### src/sv/cstp_pkg.sv
`timescale 1ns / 1ps
// ----------------------------------------------------------------------------
// cstp_pkg: shared types, constants and datapath step functions
// Register map, fixed-point widths and the single-step square root and
// division functions used by the front and back pipelines.
// ----------------------------------------------------------------------------
package cstp_pkg;

  localparam int InW       = 16;
  localparam int KW        = 32;
  localparam int PosW      = 48;
  localparam int AddrW     = 5;
  localparam int DataW     = 32;
  localparam int RayW      = 52;
  localparam int MagW      = 30;
  localparam int UnitW     = 31;
  localparam int SqSteps   = 32;
  localparam int UnitQ     = 31;
  localparam int PosQ      = 48;
  localparam int FifoDepth = 4;
  localparam int FifoAw    = 2;

  localparam logic [FifoAw:0]   FifoCntMax = (FifoAw + 1)'(FifoDepth);
  localparam logic [PosW-1:0]   PosMax     = {1'b0, {(PosW - 1){1'b1}}};
  localparam logic [PosW-1:0]   PosMin     = {1'b1, {(PosW - 1){1'b0}}};
  localparam logic [RayW-1:0]   ZMag       = RayW'(64'h0000_0001_0000_0000);
  localparam logic [63:0]       OneQ62     = 64'h4000_0000_0000_0000;
  localparam logic [34:0]       CosOne     = 35'h0_8000_0000;

  typedef enum logic [2:0] {
    RegInvK00       = 3'd0,
    RegInvK01       = 3'd1,
    RegInvK02       = 3'd2,
    RegInvK11       = 3'd3,
    RegInvK12       = 3'd4,
    RegSphereRadius = 3'd5,
    RegCosLower     = 3'd6,
    RegCosUpper     = 3'd7
  } reg_idx_e;

  typedef struct packed {
    logic signed [KW-1:0] inv_k00;
    logic signed [KW-1:0] inv_k01;
    logic signed [KW-1:0] inv_k02;
    logic signed [KW-1:0] inv_k11;
    logic signed [KW-1:0] inv_k12;
    logic [31:0]          sphere_radius;
    logic [31:0]          cos_lower;
    logic [31:0]          cos_upper;
  } cfg_t;

  localparam cfg_t CfgReset = '{
    inv_k00:       32'sd268435,
    inv_k01:       32'sd0,
    inv_k02:       32'hF800_0000,
    inv_k11:       32'sd268435,
    inv_k12:       32'hF800_0000,
    sphere_radius: 32'd65536,
    cos_lower:     32'd674651885,
    cos_upper:     32'd2147454210
  };

  // one ray after normalizing shift: magnitudes and signs of x, y, z
  typedef struct packed {
    logic [2:0]            neg;
    logic [2:0][MagW-1:0]  mag;
  } ray_t;

  // queue entry: classified item waiting for the back end
  typedef struct packed {
    logic                  found;
    logic [31:0]           c;
    logic [2:0]            neg;
    logic [2:0][UnitW-1:0] mag;
  } fq_t;

  typedef struct packed {
    logic [63:0] rad;
    logic [34:0] rem;
    logic [31:0] root;
  } sq_t;

  typedef struct packed {
    logic [63:0] num;
    logic [31:0] rem;
    logic [47:0] quo;
  } dv_t;

  function automatic sq_t sq_init(logic [63:0] rad);
    sq_t o;
    o.rad  = rad;
    o.rem  = '0;
    o.root = '0;
    return o;
  endfunction

  // one root bit of restoring integer square root
  function automatic sq_t sq_step(sq_t s);
    logic [34:0] r2;
    logic [34:0] trial;
    sq_t o;
    r2    = {s.rem[32:0], s.rad[63:62]};
    trial = {1'b0, s.root, 2'b01};
    o.rad = {s.rad[61:0], 2'b00};
    if (r2 >= trial) begin
      o.rem  = r2 - trial;
      o.root = {s.root[30:0], 1'b1};
    end else begin
      o.rem  = r2;
      o.root = {s.root[30:0], 1'b0};
    end
    return o;
  endfunction

  // one quotient bit of restoring division
  function automatic dv_t dv_step(dv_t s, logic [31:0] den);
    logic [32:0] r2;
    dv_t o;
    r2    = {s.rem, s.num[63]};
    o.num = {s.num[62:0], 1'b0};
    if (r2 >= {1'b0, den}) begin
      o.rem = 32'(r2 - {1'b0, den});
      o.quo = {s.quo[46:0], 1'b1};
    end else begin
      o.rem = r2[31:0];
      o.quo = {s.quo[46:0], 1'b0};
    end
    return o;
  endfunction

  // numerator mag * 2^30, 31 quotient bits
  function automatic dv_t dv_init_unit(logic [MagW-1:0] mag);
    dv_t o;
    o.rem = 32'(mag >> 1);
    o.num = {mag[0], 63'b0};
    o.quo = '0;
    return o;
  endfunction

  // smallest s with v >> s below 2^30
  function automatic logic [4:0] norm_shift(logic [RayW-1:0] v);
    logic [4:0] s;
    s = '0;
    for (int i = MagW; i < RayW; i++) begin
      if (v[i]) begin
        s = 5'(i - MagW + 1);
      end
    end
    return s;
  endfunction

  function automatic logic signed [31:0] apply_sign(logic [UnitW-1:0] m, logic neg);
    logic signed [31:0] v;
    v = signed'({1'b0, m});
    return neg ? -v : v;
  endfunction

endpackage

### src/sv/cstp_fifo.sv
`timescale 1ns / 1ps
// ----------------------------------------------------------------------------
// cstp_fifo: short queue between front and back pipelines
// Register-based FIFO with an occupancy count.
// ----------------------------------------------------------------------------
module cstp_fifo import cstp_pkg::*; (
  input  logic clk_i,
  input  logic rst_ni,
  input  logic push_valid_i,
  input  fq_t  push_data_i,
  output logic push_ready_o,
  output logic pop_valid_o,
  output fq_t  pop_data_o,
  input  logic pop_ready_i
);

  fq_t               mem_q [FifoDepth];
  logic [FifoAw-1:0] wptr_q, rptr_q;
  logic [FifoAw:0]   cnt_q;
  logic              push, pop;

  assign push_ready_o = (cnt_q != FifoCntMax);
  assign pop_valid_o  = (cnt_q != '0);
  assign pop_data_o   = mem_q[rptr_q];
  assign push         = push_valid_i && push_ready_o;
  assign pop          = pop_valid_o && pop_ready_i;

  always_ff @(posedge clk_i or negedge rst_ni) begin
    if (!rst_ni) begin
      wptr_q <= '0;
      rptr_q <= '0;
      cnt_q  <= '0;
    end else begin
      if (push) begin
        wptr_q <= wptr_q + 1'b1;
      end
      if (pop) begin
        rptr_q <= rptr_q + 1'b1;
      end
      if (push && !pop) begin
        cnt_q <= cnt_q + 1'b1;
      end else if (pop && !push) begin
        cnt_q <= cnt_q - 1'b1;
      end
    end
  end

  always_ff @(posedge clk_i) begin
    if (push) begin
      mem_q[wptr_q] <= push_data_i;
    end
  end

  a_cnt_bound: assert property (@(posedge clk_i) disable iff (!rst_ni)
    cnt_q <= FifoCntMax)
    else $error("queue count beyond depth");

  a_cnt_inc: assert property (@(posedge clk_i) disable iff (!rst_ni)
    (push && !pop) |=> (cnt_q == $past(cnt_q) + 1'b1))
    else $error("queue count did not follow a lone push");

endmodule

### config.mk
export PLATFORM = sky130hd
export DESIGN_NAME = cstp_fifo
export DESIGN_NICKNAME = d
export VERILOG_FILES = /design/src/sv/cstp_pkg.sv /design/src/sv/cstp_fifo.sv
export SDC_FILE = /design/constraint.sdc
export NUM_CORES = 1
export LEC_CHECK = 0
export BUFFER_PORTS_ARGS = -buffer_cell sky130_fd_sc_hd__buf_2
export CAP_MARGIN = 20
export CORE_UTILIZATION = 51
export CTS_CLUSTER_SIZE = 24
export DETAILED_ROUTE_END_ITERATION = 8
export PLACE_DENSITY = 0.86
export SLEW_MARGIN = 0
export SYNTH_ARGS = -nofsm -noshare
export SYNTH_HDL_FRONTEND = slang
export SYNTH_SLANG_ARGS = --single-unit
### constraint.sdc
create_clock -name clk_i -period 3.9 [get_ports clk_i]
set_input_delay 0.78 -clock clk_i [delete_from_list [all_inputs] [get_ports clk_i]]
set_output_delay 0.78 -clock clk_i [all_outputs]
set_load 0.02 [all_outputs]
---- Yosys cells after proc, flatten, opt, wreduce, memory -nomap -nowiden ----
Memories as Yosys holds them, arrays and structs flattened.
Index checks and enable logic that the tools add are counted.
W data, S select, Z words.
word-level totals
  bits in registers ....................... 7
  bits in writable memories ............... 516
  bits of input ports ..................... 133
  output and inout port bits .............. 131
  word-level logic and storage cells ...... 21
  memories ................................ 1
operators by class
  add/sub/neg operators ................... 4
  eq/ne operators ......................... 1
  mux-type cells .......................... 4
  reductions and logical operators ........ 8
memory list
  name   words  bits a word  rd ports  clocked after Yosys merged registers in  wr ports  line             source
  mem_q  4      129          1         0                                        1         cstp_fifo.sv:17  fq_t mem_q [FifoDepth];
operators with widths
  cell                   count
  $mux W3                2
  $add A2 B1 Y2 const B  2
  $logic_and A1 B1 Y1    4
  $add A3 B1 Y3 const B  1
  $ne A3 B3 Y1 const B   1
  $reduce_bool A3 Y1     1
  $sub A3 B1 Y3 const B  1
  $logic_not A1 Y1       2
  $mux W1                2
  $reduce_bool A2 Y1     1

---- Logic depth before layout (Yosys ltp) ----
  depth in word-level cells ............... 6
  gate-level depth with buffers ........... 8

---- Worst setup path before layout ----
No wires, ideal clock.
  path type ............................... input to register
  start point ............................. input push_valid_i
  end point ............................... memory mem_q[0][0] (netlist name) (enable)
  library setup time ...................... 0.503 ns
  arrival time ............................ 4.049 ns
  required time ........................... 3.397 ns
  slack ................................... -0.653 ns
  stages on the path ...................... 2
  path buffers ............................ 0
  cell sequence ........................... a21boi_2 -> and2_1
on the way
  word-level cells in the longest chain between the ends .. 3
RTL lines
  what                           line             source
  start, declared                cstp_fifo.sv:9   input logic push_valid_i,
  $logic_and A1 B1 Y1            cstp_fifo.sv:25  assign push = push_valid_i && push_ready_o;
  $mux W1                        cstp_fifo.sv:49  if (push) begin
  $mux W1 (implied by the code)  cstp_fifo.sv:50  mem_q[wptr_q] <= push_data_i;
  end, declared                  cstp_fifo.sv:17
No other way between the ends.

==> results.py <==
metrics = {
    "status": {
        "status": "completed",
    },
    "placement": {
        "io_buffers": 263,
        "dpl_cell_area_sq_um": 21000,
        "gp_congestion": 0.718,
        "dpl.hpwl_mm": 22.3,
        "preCtsSetupSlack_ns": 1.07,
    },
    "floorplan": {
        "fp-row-count": 70,
        "floorplan.initialDensity_pct": 51.8,
        "die_area_sq_um": 38100,
        "chipWidth_microns": 195,
        "die_y_microns": 195,
        "ioPinCount": 264,
        "core_area_sq_um": 36700,
    },
    "yosys": {
        "synth_common_cells": "edfxtp_1 (516), mux4_2 (129), buf_2 (12)",
        "synth_fa_ha_area_share_pct": 0.434,
        "synthFlopType": "edfxtp_1",
        "yosysTopAreaCell": "edfxtp_1",
        "ys_types": 20,
        "ys_seq_elements": 523,
        "synth_edf_count": 516,
        "yosysTopAreaCellShare_pct": 81.5,
        "ys_seq_area_share_pct": 82.4,
        "synth_top_family_by_area": "multiplexers",
        "synth_compound_area_share_pct": 0.0592,
        "syn_area_sq_um": 19000,
        "synthCells": 709,
        "ys_warn_count": 0,
        "synthSimpleGateAreaFrac_pct": 0.270,
        "synthMuxAreaShare_pct": 15.4,
        "synth-async-reset-ratio_pct": 1.34,
        "synth_area_leaders": "edfxtp_1 (81%), mux4_2 (15%), dfrtp_1 (0.92%)",
        "syn_nets": 848,
        "synth_xor_area_share_pct": 0.276,
        "yosysMostFrequentCell": "edfxtp_1",
        "synth.avg_cell_area_sq_um": 26.8,
    },
    "grt": {
        "grt-ovfl-total": 0,
        "grt_antenna_before_repair": 12,
        "grtUsageTotal_pct": 19.5,
        "grt_max_degree": 59,
        "grt_pass1_vias": 9197,
        "grt_pass1_wl_mm": 54.8,
    },
    "timing": {
        "rsz0062_at_grt": "false",
        "max_freq_mhz": 305,
        "post-route-period-util_pct": 84.2,
        "period_minus_slack_ns": 3.28,
        "max-slew-margin-rel_pct": 51.7,
        "finalSetupViolations": 0,
        "fin_setup_tns_ns": 0,
        "worst_slew_pin_slew_ns": 0.724,
        "maxSlewViolCount": 0,
        "setup_slack_ns": 0.617,
        "clock_skew_ns": 0.0176,
        "hold_violations": 0,
    },
    "clock_network": {
        "clock_path_buffers": 3,
        "postCtsSetupRepairBufs": 0,
        "root_buffer": "clkbuf_16",
        "worstSkewPairLatency_ns": 0.58,
        "h-tree-depth": 2,
        "cts_tree": "built",
        "cts_resized": 0,
        "path_clk_slew_ns": 0.06,
        "cts_buffers": 51,
        "ctsHoldBuffers": 0,
        "clkSinkCount": 523,
    },
    "route": {
        "avgRoutedWirePerCell_microns": 23.7,
        "viasPerCell": 5.63,
        "ant_nets": 0,
        "dr.pass1.iters": 4,
        "wl_mm": 36.2,
        "dr.first_iter.drc_count": 536,
        "route.detailed.drc": 0,
        "via_count": 8594,
    },
    "worst_setup_path": {
        "timing.rr.end": "mem_q[0][60]",
        "cp-start-kind": "flip-flop",
        "cp_max_fo": 27,
        "ff2ff_path_depth": 4,
        "criticalPathCategory": "flip-flop to output pin",
        "cp-endpoint": "pop_data_o[117]",
        "end_kind": "output pin",
        "cp.arrival_ns": 2.50,
        "rr_startpoint": "cnt_q[0]",
        "startpoint": "rptr_q[0]",
        "critPathRequiredTime_ns": 3.12,
        "r2r_slack_ns": 1.46,
    },
    "worst_hold_path": {
        "hold_class": "input port to async pin",
    },
    "power_and_ir_drop": {
        "peakVddDrop_mv": 0.428,
        "leakage_nw": 7.69,
        "power.total_mw": 18.2,
        "power_density_nw_per_um2": 803,
    },
    "finish": {
        "drive_gt1_share_pct": 46.3,
        "finalNetCount": 1157,
        "fin_area_sq_um": 22600,
        "syn2layout_area_growth_pct": 18.9,
    },
    "job": {
        "maxCapViolations": 0,
    },
}
## layout make-up
class | instances | area (sq um)
Fill cell | 2444 | 14100
Clock buffer | 70 | 1390
Sequential cell | 523 | 15700
Multi-Input combinational cell | 154 | 3140
Inverter | 3 | 11.3
Timing Repair Buffer | 285 | 1590
Clock inverter | 19 | 209
Tap cell | 468 | 586
Antenna cell | 5 | 12.5
## where the power goes
part / switching, mW / internal (mW) / leakage [nW]
Combinational: 3.30 / 2.31 / 2.12
Sequential: 0.431 / 7.43 / 4.81
Clock: 1.95 / 2.75 / 0.767
Total: 5.68 / 12.5 / 7.69
## through the flow
stage                     hold slack [ns]  utilization (%)  cells
after floorplan                     0.484                -    709
after global placement              0.507             57.2   1433
after global routing               0.0387             61.6   1527
after detailed placement            0.515             57.2   1433
after CTS                          0.0201             61.6   1522
final                              0.0532             61.6   1527
## flip-flops by register name, summed over array words and instances (netlist names)
| name | flops |
|---|---|
| wptr_q | 2 |
| rptr_q | 2 |
| cnt_q | 3 |
| mem_q | 516 |
## placed cells by master (no fill, tap or decap), types with 3 or more instances in the layout
master and count:
and2_4 4, buf_12 9, buf_2 263, buf_4 13
bufinv_16 4, clkbuf_1 16, clkbuf_16 52, clkinv_1 8
dfrtp_1 5, diode_2 5, edfxtp_1 516, ha_1 5
inv_1 3, mux4_2 129, xnor2_1 4
## cell families after synthesis
logic type / after synthesis
fa+ha+maj: 6
flops: 523
mux: 131
simple gates: 10
xor+xnor: 6
buf+inv: 32
compound gates: 1
## worst max-delay path, cell delays in order, from the launching register on
cell and delay, ns:
dfrtp_4 0.78, buf_4 0.39, mux4_2 0.56, buf_2 0.18
## metal layers
layer  share of wire, %  GRT usage [%]  up-vias
met5               0.20              0        -
met4                2.6           7.84       10
met3                7.3           5.06       65
met2                 51           31.8      322
met1                 39           25.2     4494
li1                   -              -     3703
## worst min-delay path by stage
| stage | start | endpoint | slack, ns |
|---|---|---|---|
| finish | rst_ni | cnt_q[0] | 0.05 |
| floorplan | rst_ni | cnt_q[0] | 0.48 |
| detailed placement | cnt_q[2] | cnt_q[2] | 0.52 |
| global route | rst_ni | wptr_q[1] | 0.04 |
| CTS | rst_ni | cnt_q[0] | 0.02 |
| global placement | cnt_q[2] | cnt_q[2] | 0.51 |
No activity file was read; power rests on OpenSTA's default activity.
