## src/sv/cstp_pkg.sv

```systemverilog
`timescale 1ns / 1ps
// ----------------------------------------------------------------------------
// cstp_pkg: shared types, constants and datapath step functions
// Register map, fixed-point widths and the single-step square root and
// division functions used by the front and back pipelines.
// ----------------------------------------------------------------------------
package cstp_pkg;

  localparam int InW       = 16;
  localparam int KW        = 32;
  localparam int PosW      = 48;
  localparam int AddrW     = 5;
  localparam int DataW     = 32;
  localparam int RayW      = 52;
  localparam int MagW      = 30;
  localparam int UnitW     = 31;
  localparam int SqSteps   = 32;
  localparam int UnitQ     = 31;
  localparam int PosQ      = 48;
  localparam int FifoDepth = 4;
  localparam int FifoAw    = 2;

  localparam logic [FifoAw:0]   FifoCntMax = (FifoAw + 1)'(FifoDepth);
  localparam logic [PosW-1:0]   PosMax     = {1'b0, {(PosW - 1){1'b1}}};
  localparam logic [PosW-1:0]   PosMin     = {1'b1, {(PosW - 1){1'b0}}};
  localparam logic [RayW-1:0]   ZMag       = RayW'(64'h0000_0001_0000_0000);
  localparam logic [63:0]       OneQ62     = 64'h4000_0000_0000_0000;
  localparam logic [34:0]       CosOne     = 35'h0_8000_0000;

  typedef enum logic [2:0] {
    RegInvK00       = 3'd0,
    RegInvK01       = 3'd1,
    RegInvK02       = 3'd2,
    RegInvK11       = 3'd3,
    RegInvK12       = 3'd4,
    RegSphereRadius = 3'd5,
    RegCosLower     = 3'd6,
    RegCosUpper     = 3'd7
  } reg_idx_e;

  typedef struct packed {
    logic signed [KW-1:0] inv_k00;
    logic signed [KW-1:0] inv_k01;
    logic signed [KW-1:0] inv_k02;
    logic signed [KW-1:0] inv_k11;
    logic signed [KW-1:0] inv_k12;
    logic [31:0]          sphere_radius;
    logic [31:0]          cos_lower;
    logic [31:0]          cos_upper;
  } cfg_t;

  localparam cfg_t CfgReset = '{
    inv_k00:       32'sd268435,
    inv_k01:       32'sd0,
    inv_k02:       32'hF800_0000,
    inv_k11:       32'sd268435,
    inv_k12:       32'hF800_0000,
    sphere_radius: 32'd65536,
    cos_lower:     32'd674651885,
    cos_upper:     32'd2147454210
  };

  // one ray after normalizing shift: magnitudes and signs of x, y, z
  typedef struct packed {
    logic [2:0]            neg;
    logic [2:0][MagW-1:0]  mag;
  } ray_t;

  // queue entry: classified item waiting for the back end
  typedef struct packed {
    logic                  found;
    logic [31:0]           c;
    logic [2:0]            neg;
    logic [2:0][UnitW-1:0] mag;
  } fq_t;

  typedef struct packed {
    logic [63:0] rad;
    logic [34:0] rem;
    logic [31:0] root;
  } sq_t;

  typedef struct packed {
    logic [63:0] num;
    logic [31:0] rem;
    logic [47:0] quo;
  } dv_t;

  function automatic sq_t sq_init(logic [63:0] rad);
    sq_t o;
    o.rad  = rad;
    o.rem  = '0;
    o.root = '0;
    return o;
  endfunction

  // one root bit of restoring integer square root
  function automatic sq_t sq_step(sq_t s);
    logic [34:0] r2;
    logic [34:0] trial;
    sq_t o;
    r2    = {s.rem[32:0], s.rad[63:62]};
    trial = {1'b0, s.root, 2'b01};
    o.rad = {s.rad[61:0], 2'b00};
    if (r2 >= trial) begin
      o.rem  = r2 - trial;
      o.root = {s.root[30:0], 1'b1};
    end else begin
      o.rem  = r2;
      o.root = {s.root[30:0], 1'b0};
    end
    return o;
  endfunction

  // one quotient bit of restoring division
  function automatic dv_t dv_step(dv_t s, logic [31:0] den);
    logic [32:0] r2;
    dv_t o;
    r2    = {s.rem, s.num[63]};
    o.num = {s.num[62:0], 1'b0};
    if (r2 >= {1'b0, den}) begin
      o.rem = 32'(r2 - {1'b0, den});
      o.quo = {s.quo[46:0], 1'b1};
    end else begin
      o.rem = r2[31:0];
      o.quo = {s.quo[46:0], 1'b0};
    end
    return o;
  endfunction

  // numerator mag * 2^30, 31 quotient bits
  function automatic dv_t dv_init_unit(logic [MagW-1:0] mag);
    dv_t o;
    o.rem = 32'(mag >> 1);
    o.num = {mag[0], 63'b0};
    o.quo = '0;
    return o;
  endfunction

  // smallest s with v >> s below 2^30
  function automatic logic [4:0] norm_shift(logic [RayW-1:0] v);
    logic [4:0] s;
    s = '0;
    for (int i = MagW; i < RayW; i++) begin
      if (v[i]) begin
        s = 5'(i - MagW + 1);
      end
    end
    return s;
  endfunction

  function automatic logic signed [31:0] apply_sign(logic [UnitW-1:0] m, logic neg);
    logic signed [31:0] v;
    v = signed'({1'b0, m});
    return neg ? -v : v;
  endfunction

endpackage

```

## src/sv/cstp_regs.sv

```systemverilog
`timescale 1ns / 1ps
// ----------------------------------------------------------------------------
// cstp_regs: APB configuration registers
// Eight 32-bit registers at word addresses; zero wait states.
// ----------------------------------------------------------------------------
module cstp_regs import cstp_pkg::*; (
  input  logic             clk_i,
  input  logic             rst_ni,
  input  logic             psel,
  input  logic             penable,
  input  logic             pwrite,
  input  logic [AddrW-1:0] paddr,
  input  logic [DataW-1:0] pwdata,
  output logic [DataW-1:0] prdata,
  output logic             pready,
  output cfg_t             cfg_o
);

  cfg_t     cfg_q;
  logic     wr;
  reg_idx_e idx;

  assign pready = 1'b1;
  assign wr     = psel && penable && pwrite;
  assign idx    = reg_idx_e'(paddr[AddrW-1:2]);
  assign cfg_o  = cfg_q;

  always_ff @(posedge clk_i or negedge rst_ni) begin
    if (!rst_ni) begin
      cfg_q <= CfgReset;
    end else if (wr) begin
      unique case (idx)
        RegInvK00:       cfg_q.inv_k00       <= signed'(pwdata);
        RegInvK01:       cfg_q.inv_k01       <= signed'(pwdata);
        RegInvK02:       cfg_q.inv_k02       <= signed'(pwdata);
        RegInvK11:       cfg_q.inv_k11       <= signed'(pwdata);
        RegInvK12:       cfg_q.inv_k12       <= signed'(pwdata);
        RegSphereRadius: cfg_q.sphere_radius <= pwdata;
        RegCosLower:     cfg_q.cos_lower     <= pwdata;
        RegCosUpper:     cfg_q.cos_upper     <= pwdata;
        default:         cfg_q               <= cfg_q;
      endcase
    end
  end

  always_comb begin
    unique case (idx)
      RegInvK00:       prdata = unsigned'(cfg_q.inv_k00);
      RegInvK01:       prdata = unsigned'(cfg_q.inv_k01);
      RegInvK02:       prdata = unsigned'(cfg_q.inv_k02);
      RegInvK11:       prdata = unsigned'(cfg_q.inv_k11);
      RegInvK12:       prdata = unsigned'(cfg_q.inv_k12);
      RegSphereRadius: prdata = cfg_q.sphere_radius;
      RegCosLower:     prdata = cfg_q.cos_lower;
      RegCosUpper:     prdata = cfg_q.cos_upper;
      default:         prdata = '0;
    endcase
  end

endmodule

```

## config.mk

```make
export PLATFORM = sky130hd
export DESIGN_NAME = cstp_regs
export DESIGN_NICKNAME = d
export VERILOG_FILES = /design/src/sv/cstp_pkg.sv /design/src/sv/cstp_regs.sv
export SDC_FILE = /design/constraint.sdc
export NUM_CORES = 1
export LEC_CHECK = 0
export ABC_AREA = 1
export BUFFER_PORTS_ARGS = -buffer_cell sky130_fd_sc_hd__buf_2
export CAP_MARGIN = 20
export CORE_AREA = 2 2 166 168
export CTS_BUF_LIST = sky130_fd_sc_hd__clkbuf_4 sky130_fd_sc_hd__clkbuf_8
export CTS_CLUSTER_DIAMETER = 40
export DETAILED_ROUTE_END_ITERATION = 10
export DIE_AREA = 0 0 168 170
export HOLD_SLACK_MARGIN = 0.02
export PLACE_DENSITY = 0.7
export SETUP_SLACK_MARGIN = 0.3
export SYNTH_ARGS = -nofsm -noshare
export SYNTH_HDL_FRONTEND = slang
export SYNTH_SLANG_ARGS = --single-unit
```

## constraint.sdc

```tcl
create_clock -name clk_i -period 2.7 [get_ports clk_i]
set_input_delay 0.27 -clock clk_i [delete_from_list [all_inputs] [get_ports clk_i]]
set_output_delay 0.27 -clock clk_i [all_outputs]
set_load 0.02 [all_outputs]
```

Word-level counts from Yosys, hierarchy flattened:

Cells that the tools add are included.
W data, S select, Z words.

* bits in registers: 256
* bits in latches: 0
* RAM bits: 0
* bits in read-only memories: 0
* input port bits: 42
* logic and storage cells: 27
* memories: 0

* add/sub/neg operators: 0
* $mul: 0
* div/mod/pow operators: 0
* magnitude comparators: 0
* equality and inequality tests: 7
* shift-type cells: 0
* mux-type cells: 1
* bitwise operators: 0
* reductions and logical operators: 11

Operators by type and width (number)
* $pmux W32 S8: 1
* $reduce_and A2 Y1: 8
* $eq A3 B3 Y1 const B: 4
* $eq A3 B2 Y1 const B: 2
* $eq A3 B1 Y1 const B: 1
* $logic_not A3 Y1: 1
* $logic_and A1 B1 Y1: 2

Logic depth before layout (Yosys ltp):

Gate-level depths: netlist of the first run.

* word-level depth: 3
* gate-level depth with buffers: 8
* gate-level depth less buffers: 5

Worst setup path before layout of the first run:

Ideal clock, no wire load.

* path kind: input -> output
* start: in paddr[2]
* end: out prdata[10]
* arrival time: 1.262 ns
* data required time: 2.430 ns
* slack: 1.168 ns
* stages on the path: 7
* path buffers: 3
* cells stage by stage: buf_4 buf_2 clkbuf_1 nand4_1 nand2_1 nor2_1 nand3_1

* cells in the longest elaborated chain, start to end: 2
* elaborated cells on any way between the ends: 9

Ends and longest elaborated chain
* start, declared: RTL line cstp_regs.sv:12 `input logic [AddrW-1:0] paddr,`
* $eq A3 B3 Y1 (tied with other cells): RTL line cstp_regs.sv:47 `unique case (idx)`
* $pmux W32 S8 (*): RTL line cstp_regs.sv:47
* end, declared: RTL line cstp_regs.sv:14 `output logic [DataW-1:0] prdata,`

Every way passes the cells marked *; elsewhere a longest branch is shown, timed or not.

Final worst setup path of the first run:

* start: in paddr[2]
* end: out prdata[27]

The elaborated chain is that of the path after synthesis.

==> results.yml, run 1 <==
run_status:
  status: "finished clean"
worst_setup_path:
  startpoint_type: "primary input"
  worst-r2r-cell-count: 2
  cp.arrival_ps: 1780
  end_kind: "primary output"
  critical_path.max_fanout: 14
  setup.worst_path.class: "primary input to primary output"
  required_ps: 2430
place:
  place_area_um2: 13700
  numPortBuffers: 327
  pre_cts_ws_ps: 586
  gp_congestion: 0.862
  dpl.hpwl_mm: 25.3
pwr:
  p_seq_share_pct: 41.0
  sw_frac_of_total_pct: 36.2
  internal_power_w: 0.00844
  p_total_w: 0.0132
  switching_power_w: 0.00480
  p_per_area_nw_per_um2: 875
  leakagePower_nw: 7.77
  pwr-share-clk_pct: 30.6
  irDropWorstVdd_mv: 0.483
  p_comb_share_pct: 28.3
grt:
  grt_pass1_vias: 11048
  grt_pass1_wl_mm: 62.2
  grt_usage_pct: 27.6
  antenna_found_initial: 1
  grt_max_degree: 96
  gr-total-overflow: 0
timing:
  min_period_over_period_pct: 75.8
  setup_viol: 0
  hold_ws_ps: 294
  timing.final.ws_setup_ps: 652
  clock_skew_ps: 0
  finalSetupTns_ps: 0
  layout_min_cycle_time_ps: 2050
  max_freq_mhz: 488
  rsz0062_at_grt: "no"
  maxSlewHeadroom_pct: 49.9
  hold_viol_final: 0
  worstMarginPinSlew_ps: 752
  slew_violations: 0
logic_synthesis:
  synth_area_leader_cell: "dfrtp_1"
  synth_cell_types: 22
  yosysWarningCount: 0
  netlist_area_um2: 11900
  yosysTopAreaCellShare_pct: 40.9
  synth_edf_count: 0
  synth_area_leaders: "dfrtp_1 (41%), dfstp_2 (14%), nand2_1 (9.3%), nand4_1 (8.4%), nor2_1 (6.1%)"
  yosysMostFrequentCell: "nand2_1"
  synth_common_cells: "nand2_1 (294), dfrtp_1 (194), nor2_1 (192), nand4_1 (160), o21ai_1 (129)"
  async_flop_share_pct: 100
  syn-num-nets: 1461
  synth_area_per_cell_um2: 8.36
  ys_seq_elements: 256
  syn_inst: 1419
  synth_ff_type: "dfrtp_1"
  synth_seq_area_share_pct: 54.6
floorplan:
  die_h_um: 170
  initial_utilization_pct: 44.5
  core_um2: 26700
  fp.dieArea_um2: 28600
  rows: 60
  pin_count: 331
  die_w_um: 168
detailed_routing:
  drt-total-wl_mm: 39.7
  antenna_left: 0
  route.detailed.drc: 0
  drt-wirelength-per-cell_um: 18.6
  post_drt_via_cell_ratio: 5.45
  drt-pass1-iter-count: 5
  initialDrtViolationCount: 1094
  vias: 11620
clock_network:
  cts_resized: 0
  h-tree-depth: 2
  cts_tree: "yes"
  clockRootBuffer: "clkbuf_8"
  cts_sinks: 256
  path_clk_slew_ps: 50
  clock_path_buffers: 3
  insertion_delay_ps: 530
  cts_inserted_buffers: 47
cells_and_area:
  drive_above_1_share_pct: 29.6
  fin_area_um2: 15100
  fin_nets: 1793
  largest_reg_flops: 256
  area_delta_synth_final_pct: 27.5
job:
  max-cap-violations: 0
worst_hold_path:
  hp-class: "primary input to async pin"
repair_timing:
action | 4_1_cts | 5_1_grt
buffers inserted | 0 | 0
hold buffers | 33 | 0
hold endpoints to repair | 84 | 0
layout make-up:
cell class,count,area (µm²)
multi-input combinational,979,4560
timing repair buffer,398,2340
tap,341,427
clock buffer,78,961
sequential,256,6480
clock inverter,9,101
antenna,1,2.50
fill,2443,11500
inverter,69,263
worst paths after layout:
path / to / slack (ps) / from
max in group asynchronous: cfg_o[50] / 1600 / rst_ni
min: cfg_o[247] / 290 / rst_ni
min in group clk_i: cfg_o[27] / 480 / cfg_o[27]
max reg2reg: cfg_o[34] / 1850 / cfg_o[34]
min reg2reg: cfg_o[27] / 480 / cfg_o[27]
max: prdata[27] / 650 / paddr[2]
cell usage in the layout, fill, tap and decap left out:
| cell | instances |
|---|---|
| bufinv_16 | 2 |
| dlygate4sd3_1 | 33 |
| nor2_4 | 4 |
| clkinv_4 | 1 |
| buf_4 | 35 |
| nor2_1 | 192 |
| nand2_1 | 290 |
| dfrtp_1 | 194 |
| o21ai_0 | 31 |
| buf_8 | 1 |
| nand2_2 | 4 |
| clkinv_2 | 6 |
| nor3_2 | 1 |
| o21ai_1 | 129 |
| a21oi_1 | 96 |
| buf_12 | 6 |
| dfstp_2 | 62 |
| nor3_1 | 3 |
| clkbuf_8 | 60 |
| inv_1 | 65 |
| inv_4 | 1 |
| nand3_1 | 65 |
| conb_1 | 1 |
| clkinvlp_4 | 1 |
| nand3_2 | 2 |
| nor2_8 | 1 |
| buf_2 | 323 |
| nand4_1 | 160 |
| inv_2 | 2 |
| clkbuf_4 | 18 |
| diode_2 | 1 |
cell families (layout without fill, tap and decap cells):
group,after synthesis,after routing,share of synthesized area [%]
buffers and inverters,184,554,7.07
DFF,256,256,54.6
and+or+nand+nor,722,722,27.5
AOI/OAI and AO/OA,256,256,10.8
other,1,2,0.0316
through the flow:
step	std cells	util [%]
3_3_place_gp	2010	51.6
4_1_cts	2130	56.8
5_1_grt	2131	56.8
3_5_place_dp	2010	51.6
6_report	2131	56.8
2_1_floorplan	1419	-
critical path, stage by stage:
cell,delay [ps]
buf_4,160
nor2_8,100
nand2_1,140
inv_1,350
buf_4,350
nand2_1,80
nand3_1,130
buf_2,180
metal layers:
layer	share of wire [%]	up-vias	global-route usage, %	routed length (µm)
li1	-	5486	-	-
met1	41	5492	37.2	16400
met2	47	561	44.0	18600
met3	8.8	81	6.33	3490
met4	3.0	0	9.79	1200
met5	0	-	0	0
power by group through the flow:
stage	Combinational (W)	Sequential, W	Clock, W
after floorplan	0.00123	0.00643	0
after global placement	0.00366	0.00544	0
after detailed placement	0.00372	0.00547	0
after CTS	0.00377	0.00542	0.00413
after global routing	0.00406	0.00554	0.00432
final	0.00375	0.00544	0.00406
Note: power is estimated with default switching activity, not from simulation.
==> run 2, diff against run 1 <==
Clock period 2.7 ns to 2.1 ns, I/O delays scaled along.
==> results.yml, run 2 (synthesis results as in run 1) <==
grt:
  antenna_found_initial: 2
  grt_max_degree: 66
  grt_usage_pct: 27.5
  grt_pass1_vias: 10917
  grt_pass1_wl_mm: 61.8
  globalRouteMet1Util_pct: 36.5
  grt_util_met2_pct: 43.6
  gr-total-overflow: 0
  top_usage_layer: "met2"
  grt_util_met3_pct: 6.72
floorplan:
  die_h_um: 170
  die_w_um: 168
  pin_count: 331
  core_um2: 26700
  initial_utilization_pct: 44.5
  rows: 60
  fp.dieArea_um2: 28600
timing:
  setup_viol: 0
  slew_violations: 0
  layout_min_cycle_time_ps: 1760
  rsz0062_at_grt: "yes"
  min_period_over_period_pct: 83.8
  timing.final.ws_setup_ps: 340
  worstMarginPinSlew_ps: 532
  hold_viol_final: 0
  maxSlewHeadroom_pct: 64.5
  finalSetupTns_ps: 0
  clock_skew_ps: 0
  max_freq_mhz: 568
detailed_routing:
  vias: 11771
  drt-total-wl_mm: 40.2
  drt-wirelength-per-cell_um: 18.7
  route.detailed.drc: 0
  drt-pass1-iter-count: 6
  post_drt_via_cell_ratio: 5.47
  antenna_left: 0
  initialDrtViolationCount: 968
worst_setup_path:
  r2r_setup_slack_ps: 1220
  cp.arrival_ps: 1550
  required_ps: 1890
  rr_endpoint: "cfg_o[35]"
  reg2reg_from: "cfg_o[35]"
  worst-r2r-cell-count: 2
  critical_path.max_fanout: 3
  end_kind: "primary output"
  setup.worst_path.class: "register to primary output"
  startpoint_type: "register"
cells_and_area:
  fin_area_um2: 15500
  mostFrequentLayoutCell: "buf_2"
  layout_common_cells: "buf_2 (296), nand2_1 (290), dfrtp_1 (194), nor2_1 (184), nand4_1 (160)"
  largest_reg_flops: 256
  drive_above_1_share_pct: 31.2
  area_delta_synth_final_pct: 30.6
  fin_nets: 1812
place:
  dpl.hpwl_mm: 26.0
  gp_congestion: 0.841
  numPortBuffers: 327
  place_area_um2: 13900
  pre_cts_ws_ps: 352
job:
  max-cap-violations: 0
clock_network:
  h-tree-depth: 2
  cts_tree: "yes"
  clock_path_buffers: 3
  insertion_delay_ps: 540
  cts_sinks: 256
  path_clk_slew_ps: 60
  cts_inserted_buffers: 47
  clockRootBuffer: "clkbuf_8"
pwr:
  leakagePower_nw: 7.93
  p_per_area_nw_per_um2: 1100
  p_total_w: 0.0171
  irDropWorstVdd_mv: 0.653
run_status:
  status: "finished clean"
worst_hold_path:
  hp-class: "primary input to async pin"
-- run 2: cell count changes in the layout (fill, tap and decap cells not counted), sizes merged --
cell,before,now
buf,365,384
bufinv,2,0
clkinvlp,1,3
clkinv,7,6
diode,1,2
-- run 2: final cells by class --
class	count	area (µm²)
fill	2406	11100
sequential	256	6480
multi-input combinational	979	4610
timing repair buffer	417	2690
clock buffer	78	967
tap	341	427
inverter	69	263
clock inverter	8	51.3
antenna	2	5.00
-- run 2: how the worst max path moves through the flow --
stage	from	endpoint	slack, ps	cells past startpoint
global route	cfg_o[17]	prdata[17]	220	5
finish	cfg_o[29]	prdata[29]	340	5
CTS	cfg_o[80]	prdata[16]	300	5
floorplan	paddr[2]	prdata[10]	690	7
global placement	paddr[4]	cfg_o[2]	390	7
detailed placement	paddr[4]	cfg_o[31]	350	7
-- run 2: metrics by stage --
step / instances / util (%) / hold slack [ps]
detailed placement: 2015 / 52.0 / 168
global placement: 2015 / 52.0 / 170
finish: 2150 / 58.2 / 179
floorplan: 1419 / - / -85.6
CTS: 2134 / 57.1 / 159
global route: 2150 / 58.2 / 190
-- run 2: timing repair --
action / CTS / global route
buffers inserted: 0 / 14
gates cloned: 0 / 0
hold buffers: 33 / 0
pin swaps: 0 / 29
endpoints found under the setup margin: 7 / 27
endpoints found under the hold margin: 285 / 0
gates resized for setup: 8 / 51
-- run 2: power breakdown --
group / switching [W] / internal, W
logic: 0.00333 / 0.00174
clock network: 0.00209 / 0.00291
registers: 0.000821 / 0.00617
-- run 2: per-layer routing --
| layer | vias up | wire length (µm) |
|---|---|---|
| li1 | 5519 | - |
| met1 | 5575 | 16300 |
| met2 | 582 | 19000 |
| met3 | 95 | 3520 |
| met4 | 0 | 1420 |
| met5 | - | 0 |
-- run 2: critical path: stages (launching register included) --
cell and delay, ps:
dfstp_2 550, nand4_1 100, nand2_1 90, nor2_1 60, nand3_1 80, buf_6 120
